[config.mk]
export PLATFORM = sky130hd
export DESIGN_NAME = lz77_window_encoder
export DESIGN_NICKNAME = d
export VERILOG_FILES = /design/src/hdl/lz77w_pkg.sv /design/src/hdl/lz77w_match.sv /design/src/hdl/lz77_window_encoder.sv
export SDC_FILE = /design/constraint.sdc
export NUM_CORES = 1
export LEC_CHECK = 0
export BUFFER_PORTS_ARGS = -buffer_cell sky130_fd_sc_hd__buf_2
export CAP_MARGIN = 20
export CORE_MARGIN = 2
export CORE_UTILIZATION = 64
export CTS_BUF_LIST = sky130_fd_sc_hd__clkbuf_8 sky130_fd_sc_hd__clkbuf_16
export DETAILED_ROUTE_END_ITERATION = 8
export GPL_TIMING_DRIVEN = 0
export PLACE_DENSITY = 0.94
export SLEW_MARGIN = 5
export SYNTH_ARGS = -nofsm -noshare
export SYNTH_HDL_FRONTEND = slang
export SYNTH_SLANG_ARGS = --single-unit
[constraint.sdc]
create_clock -name aclk -period 6.5 [get_ports aclk]
set_input_delay 0.975 -clock aclk [delete_from_list [all_inputs] [get_ports aclk]]
set_output_delay 0.975 -clock aclk [all_outputs]
set_load 0.02 [all_outputs]
[src/hdl/lz77w_pkg.sv]
// Shared types and constants of the sliding-window LZ77 encoder.
// Used by lz77w_match and by the top level lz77_window_encoder.
`default_nettype none

package lz77w_pkg;

    // Window depth in bytes and the longest match a token may carry.
    localparam int WINDOW  = 5;
    localparam int MAX_LEN = 255;

    localparam int BYTE_W  = 8;
    localparam int COUNT_W = $clog2(WINDOW + 1);
    localparam int LEN_W   = $clog2(MAX_LEN + 1);
    localparam int OFF_W   = 3;
    localparam int TLEN_W  = 8;

    localparam logic [LEN_W-1:0] MAX_RUN = LEN_W'(MAX_LEN);

    typedef logic [BYTE_W-1:0] byte_t;

    // Encoder state; entry 0 of the history is the most recent byte.
    typedef struct packed {
        logic [WINDOW-1:0][BYTE_W-1:0] hist;
        logic [COUNT_W-1:0]            count;
        logic [WINDOW-1:0]             live;
        logic [LEN_W-1:0]              run;
    } lz77w_state_t;

    typedef struct packed {
        logic              emit;
        logic [OFF_W-1:0]  offset;
        logic [TLEN_W-1:0] length;
        byte_t             literal;
        logic              eos;
    } lz77w_token_t;

    // Smallest offset whose bit is set in the mask, or zero for an empty mask.
    function automatic logic [OFF_W-1:0] lowest_offset(input logic [WINDOW-1:0] mask);
        logic [OFF_W-1:0] result;
        result = '0;
        for (int d = WINDOW - 1; d >= 0; d--) begin
            if (mask[d]) begin
                result = OFF_W'(d + 1);
            end
        end
        return result;
    endfunction

endpackage

`default_nettype wire

[src/hdl/lz77w_match.sv]
// Match step of the LZ77 encoder: compares one byte against every window
// offset in parallel and yields the next state and the token, if any.
// Depends on lz77w_pkg.
`default_nettype none

module lz77w_match (
    input  lz77w_pkg::lz77w_state_t cur,
    input  lz77w_pkg::byte_t        data_byte,
    input  logic                    last_byte,
    output lz77w_pkg::lz77w_state_t nxt,
    output lz77w_pkg::lz77w_token_t tok
);
    import lz77w_pkg::*;

    logic [WINDOW-1:0] cand;
    logic [WINDOW-1:0] hits;
    logic [LEN_W-1:0]  run_inc;
    logic              at_max;

    // A fresh match may start at any offset that already holds a byte.
    always_comb begin
        for (int d = 0; d < WINDOW; d++) begin
            if (cur.run == '0) begin
                cand[d] = (COUNT_W'(d) < cur.count);
            end else begin
                cand[d] = cur.live[d];
            end
            hits[d] = cand[d] && (cur.hist[d] == data_byte);
        end
    end

    assign at_max  = (cur.run == MAX_RUN);
    assign run_inc = cur.run + LEN_W'(1);

    always_comb begin
        nxt         = cur;
        tok.emit    = 1'b0;
        tok.offset  = '0;
        tok.length  = '0;
        tok.literal = data_byte;
        tok.eos     = last_byte;

        if (at_max) begin
            tok.emit   = 1'b1;
            tok.offset = lowest_offset(cur.live);
            tok.length = TLEN_W'(cur.run);
            nxt.run    = '0;
            nxt.live   = '0;
        end else if (hits != '0) begin
            nxt.run  = run_inc;
            nxt.live = hits;
            // The stream ends inside a match: the final byte is part of it.
            if (last_byte) begin
                tok.emit    = 1'b1;
                tok.offset  = lowest_offset(hits);
                tok.length  = TLEN_W'(run_inc);
                tok.literal = '0;
                tok.eos     = 1'b1;
            end
        end else begin
            tok.emit   = 1'b1;
            tok.offset = (cur.run != '0) ? lowest_offset(cur.live) : '0;
            tok.length = TLEN_W'(cur.run);
            nxt.run    = '0;
            nxt.live   = '0;
        end

        for (int d = WINDOW - 1; d > 0; d--) begin
            nxt.hist[d] = cur.hist[d-1];
        end
        nxt.hist[0] = data_byte;
        if (cur.count < COUNT_W'(WINDOW)) begin
            nxt.count = cur.count + COUNT_W'(1);
        end

        if (last_byte) begin
            nxt = '0;
        end
    end

endmodule

`default_nettype wire

[src/hdl/lz77_window_encoder.sv]
// Top level of the streaming LZ77 encoder over a five-byte sliding window.
// Depends on lz77w_pkg and lz77w_match.
`default_nettype none

// The encoder takes one byte per clock cycle unless its output is stalled
// and emits a token (offset, length, next literal, end flag) in the cycle
// after a byte that does not extend the current match or ends the stream.
// Every window offset is compared against the incoming byte in the same
// cycle, so the throughput is one byte per cycle. A single output register
// holds the pending token; a new byte is taken whenever it is empty or its
// token is transferred in the same cycle. State resets after the final byte.
module lz77_window_encoder (
    input  logic                                 aclk,
    input  logic                                 aresetn,
    input  logic                                 s_valid,
    output logic                                 s_ready,
    input  logic [lz77w_pkg::BYTE_W-1:0]         s_data_byte,
    input  logic                                 s_last_byte,
    output logic                                 m_valid,
    input  logic                                 m_ready,
    output logic [lz77w_pkg::OFF_W-1:0]          m_match_offset,
    output logic [lz77w_pkg::TLEN_W-1:0]         m_match_length,
    output logic [lz77w_pkg::BYTE_W-1:0]         m_next_literal,
    output logic                                 m_end_of_stream
);
    import lz77w_pkg::*;

    lz77w_state_t state_reg;
    lz77w_state_t state_next;
    lz77w_token_t tok;
    lz77w_token_t tok_reg;
    logic         m_valid_reg;
    logic         s_xfer;

    assign s_ready = !m_valid_reg || m_ready;
    assign s_xfer  = s_valid && s_ready;

    lz77w_match u_match (
        .cur       (state_reg),
        .data_byte (s_data_byte),
        .last_byte (s_last_byte),
        .nxt       (state_next),
        .tok       (tok)
    );

    always_ff @(posedge aclk) begin
        if (!aresetn) begin
            state_reg   <= '0;
            m_valid_reg <= 1'b0;
        end else begin
            if (s_xfer) begin
                state_reg   <= state_next;
                m_valid_reg <= tok.emit;
            end else if (m_ready) begin
                m_valid_reg <= 1'b0;
            end
        end
    end

    always_ff @(posedge aclk) begin
        if (s_xfer && tok.emit) begin
            tok_reg <= tok;
        end
    end

    assign m_valid         = m_valid_reg;
    assign m_match_offset  = tok_reg.offset;
    assign m_match_length  = tok_reg.length;
    assign m_next_literal  = tok_reg.literal;
    assign m_end_of_stream = tok_reg.eos;

endmodule

`default_nettype wire

==> metrics.txt <==
# TYPE chip_impl_metric gauge
chip_impl_info{name="clock_tree_from_tritoncts",value="yes"} 1
chip_impl_metric{name="place_ws",unit="ps"} 2600
chip_impl_metric{name="synth.yosys.seq_area_share",unit="%"} 42.3
chip_impl_info{name="synth_most_common_cell",value="sky130_fd_sc_hd__dfxtp_1"} 1
chip_impl_metric{name="num_cts_buffers",unit=""} 9
chip_impl_metric{name="worstPathBufferInverterCount",unit=""} 1
chip_impl_info{name="run_status",value="finished clean"} 1
chip_impl_metric{name="pin_count_of_the_biggest_net_entering_global_routing",unit=""} 21
chip_impl_metric{name="finalCriticalPeriod",unit="ps"} 3630
chip_impl_metric{name="drt-wirelength-per-cell",unit="um"} 17.8
chip_impl_metric{name="max_clock_freq",unit="MHz"} 276
chip_impl_metric{name="grt_pass1_vias",unit=""} 3416
chip_impl_metric{name="global_route.overflow_total",unit=""} 0
chip_impl_metric{name="synth-seq-cells",unit=""} 77
chip_impl_metric{name="crit_path_max_incr_delay",unit="ps"} 860
chip_impl_metric{name="largest_register_ffs",unit=""} 56
chip_impl_metric{name="layout_setup_ws",unit="ps"} 2870
chip_impl_info{name="timing_worst_setup_path_type",value="in2reg"} 1
chip_impl_metric{name="clock_insertion_delay_worst_skew",unit="ps"} 360
chip_impl_metric{name="final_hold_viol_count",unit=""} 0
chip_impl_metric{name="antenna_violating_nets_left",unit=""} 0
chip_impl_metric{name="finalWirelength",unit="mm"} 10.1
chip_impl_metric{name="first_pass_grt_wire_length",unit="mm"} 16.3
chip_impl_metric{name="cell_rows",unit=""} 29
chip_impl_metric{name="p_leak",unit="nW"} 1.49
chip_impl_info{name="slowest_stage",value="sky130_fd_sc_hd__nor4_1"} 1
chip_impl_metric{name="worst_slew_margin_rel",unit="%"} 24.0
chip_impl_metric{name="gpl.final_weighted_congestion",unit=""} 1.02
chip_impl_metric{name="cts.hold.buffers_added",unit=""} 0
chip_impl_info{name="netlist_top_cells_count",value="sky130_fd_sc_hd__dfxtp_1, sky130_fd_sc_hd__nand2_1, sky130_fd_sc_hd__a21boi_0, sky130_fd_sc_hd__nand3b_1, sky130_fd_sc_hd__xnor2_1"} 1
chip_impl_metric{name="drt-vias-per-instance",unit=""} 6.31
chip_impl_metric{name="place_area",unit="mm^2"} 0.00434
chip_impl_metric{name="hpwl",unit="mm"} 6.92
chip_impl_metric{name="synth_top_area_share",unit="%"} 27.7
chip_impl_metric{name="final_cell_area",unit="mm^2"} 0.00452
chip_impl_metric{name="die_w",unit="um"} 84.2
chip_impl_info{name="grt_setup_unrepaired",value="false"} 1
chip_impl_info{name="synth_top_area_cell",value="sky130_fd_sc_hd__dfxtp_1"} 1
chip_impl_metric{name="cells_after_synth",unit=""} 450
chip_impl_metric{name="finalSetupTns",unit="ps"} 0
chip_impl_metric{name="synthDistinctLibCells",unit=""} 53
chip_impl_metric{name="syn-cell-area",unit="mm^2"} 0.00412
chip_impl_metric{name="yosysWarningCount",unit=""} 0
chip_impl_metric{name="die-area",unit="mm^2"} 0.00709
chip_impl_metric{name="detailroute.via_count",unit=""} 3590
chip_impl_metric{name="worst_slew_pin_slew",unit="ps"} 1130
chip_impl_metric{name="io_pins",unit=""} 35
chip_impl_metric{name="clk_transition_reported_paths",unit="ps"} 80
chip_impl_metric{name="slew_violations",unit=""} 0
chip_impl_metric{name="peakVddDrop",unit="mV"} 0.148
chip_impl_metric{name="hold_slack",unit="ps"} 475
chip_impl_metric{name="ctsResizeCount",unit=""} 0
chip_impl_metric{name="num_antenna_cells",unit=""} 0
chip_impl_metric{name="route.detailed.drc",unit=""} 0
chip_impl_metric{name="grt_util_all_layers",unit="%"} 29.3
chip_impl_metric{name="clock_sink_count",unit=""} 77
chip_impl_metric{name="setup_viol",unit=""} 0
chip_impl_metric{name="max_cap_violations",unit=""} 0
chip_impl_metric{name="power.density",unit="mW/mm^2"} 207
chip_impl_metric{name="nets",unit=""} 503
chip_impl_metric{name="asyncSetResetFlopFracSynth",unit="%"} 0
chip_impl_info{name="crit_path_end_kind",value="flop"} 1
chip_impl_info{name="cp-start-kind",value="input port"} 1
chip_impl_metric{name="antenna_violations_before_repair",unit=""} 0
chip_impl_info{name="ctsRootBufferMaster",value="sky130_fd_sc_hd__clkbuf_8"} 1
chip_impl_info{name="path_delay_family",value="simple AND/OR/NAND/NOR gates"} 1
chip_impl_metric{name="drive_above_1_share",unit="%"} 11.6
chip_impl_info{name="ys_top_cells_by_area",value="sky130_fd_sc_hd__dfxtp_1, sky130_fd_sc_hd__edfxtp_1, sky130_fd_sc_hd__xnor2_1, sky130_fd_sc_hd__a21boi_0, sky130_fd_sc_hd__nand3b_1"} 1
chip_impl_metric{name="flow.area_growth_from_synthesis",unit="%"} 9.82
chip_impl_metric{name="fin_crit_sh",unit="%"} 55.8
chip_impl_metric{name="critical_path_arrival",unit="ps"} 3600
chip_impl_metric{name="floorplan.initialDensity",unit="%"} 65.6
chip_impl_metric{name="post_synth.cell_area_avg",unit="um^2"} 9.15
chip_impl_metric{name="cts_max_level",unit=""} 3
chip_impl_metric{name="synth_edf_count",unit=""} 20
chip_impl_metric{name="clock_tree.buffer_depth",unit=""} 2
chip_impl_metric{name="timing.critical_path.fanout_max",unit=""} 20
chip_impl_metric{name="worst-endpoint-required",unit="ps"} 6480
chip_impl_metric{name="final.setup_skew",unit="ps"} 12.1
chip_impl_info{name="crit_chain",value="clkbuf_1 > xnor2_1 > nand4_1 > nor4_1 > nor3b_4 > nand2_4 > nand2_2 > o21a_1"} 1
chip_impl_info{name="min_path_type",value="reg2reg"} 1
chip_impl_metric{name="firstDrtPassIters",unit=""} 6
chip_impl_metric{name="io_buf_count",unit=""} 26
chip_impl_metric{name="syn_nets",unit=""} 466
chip_impl_info{name="synth-main-ff-cell",value="sky130_fd_sc_hd__dfxtp_1"} 1
chip_impl_metric{name="postCtsSetupRepairBufs",unit=""} 0
chip_impl_metric{name="num-fill-cells",unit=""} 470
chip_impl_metric{name="detail_route.iter0.violations",unit=""} 479
chip_impl_metric{name="die_height",unit="um"} 84.2
chip_impl_metric{name="area_of_the_placeable_core",unit="mm^2"} 0.00628
## stage by stage
stage | total power [mW] | utilization, % | instances
floorplan | 0.583 | - | 450
global placement | 0.608 | 69.2 | 553
detailed placement | 0.611 | 69.2 | 553
CTS | 0.936 | 72.0 | 569
global route | 0.962 | 72.0 | 569
finish | 0.937 | 72.0 | 569
## worst paths after layout
path	slack [ps]	startpoint	cells past startpoint	endpoint
max reg2reg	2960	state_reg[0]	10	m_match_length[7]
min	480	state_reg[54]	2	state_reg[54]
min reg2reg	480	state_reg[54]	2	state_reg[54]
max	2870	s_data_byte[5]	8	m_match_length[7]
## routing by layer
layer	vias to the layer above	track usage, %	wire, um
met5	-	0	0
met4	0	15.2	327
met3	41	6.29	990
met2	209	47.3	4840
met1	1675	36.9	3960
li1	1665	-	-
## cell usage in the layout (no fill, tap or decap), types with 6 or more instances in the layout
master,n
sky130_fd_sc_hd__nand2_1,53
sky130_fd_sc_hd__buf_2,30
sky130_fd_sc_hd__nor2_1,11
sky130_fd_sc_hd__nand3_1,14
sky130_fd_sc_hd__and3_1,9
sky130_fd_sc_hd__nand4_1,11
sky130_fd_sc_hd__dfxtp_1,57
sky130_fd_sc_hd__edfxtp_1,20
sky130_fd_sc_hd__clkbuf_1,28
sky130_fd_sc_hd__a21boi_0,43
sky130_fd_sc_hd__o21ai_0,17
sky130_fd_sc_hd__a22oi_1,6
sky130_fd_sc_hd__inv_1,9
sky130_fd_sc_hd__nor2b_1,17
sky130_fd_sc_hd__a21oi_1,9
sky130_fd_sc_hd__buf_1,7
sky130_fd_sc_hd__clkbuf_8,9
sky130_fd_sc_hd__xnor2_1,40
sky130_fd_sc_hd__nand3b_1,42
## worst min-delay path: cells and delay by family, from the launching register on
| kind | cells | cell delay, ps |
|---|---|---|
| flip-flops | 1 | 320 |
| AND/OR/NAND/NOR | 1 | 50 |
| AO/OA/AOI/OAI | 1 | 60 |
## where the power goes
| group | total, mW | internal (mW) | switching [mW] |
|---|---|---|---|
| clock | 0.334 | 0.157 | 0.178 |
| combinational | 0.0964 | 0.0332 | 0.0632 |
| sequential | 0.506 | 0.501 | 0.00482 |
| total | 0.937 | 0.691 | 0.246 |
## layout make-up
cell class                      instances  area [um^2]  share of cell area [%]
Buffer                                 41          170                    3.76
Clock inverter                          6         28.8                   0.637
Sequential cell                        77         1740                    38.5
Multi-Input combinational cell        325         2180                    48.2
Tap cell                               77         96.3                    2.13
Clock buffer                           10          149                    3.29
Inverter                                7         26.3                   0.581
Timing Repair Buffer                   26          130                    2.88
## cells by family after synthesis
group / count (synthesis) / synth area share [%]
buf+inv: 48 / 4.77
compound gates: 98 / 17.4
mux: 1 / 0.274
xor+xnor: 40 / 8.51
flops: 77 / 42.3
fa+ha+maj: 3 / 0.912
simple gates: 183 / 25.9
(Power assumes the default switching activity.)
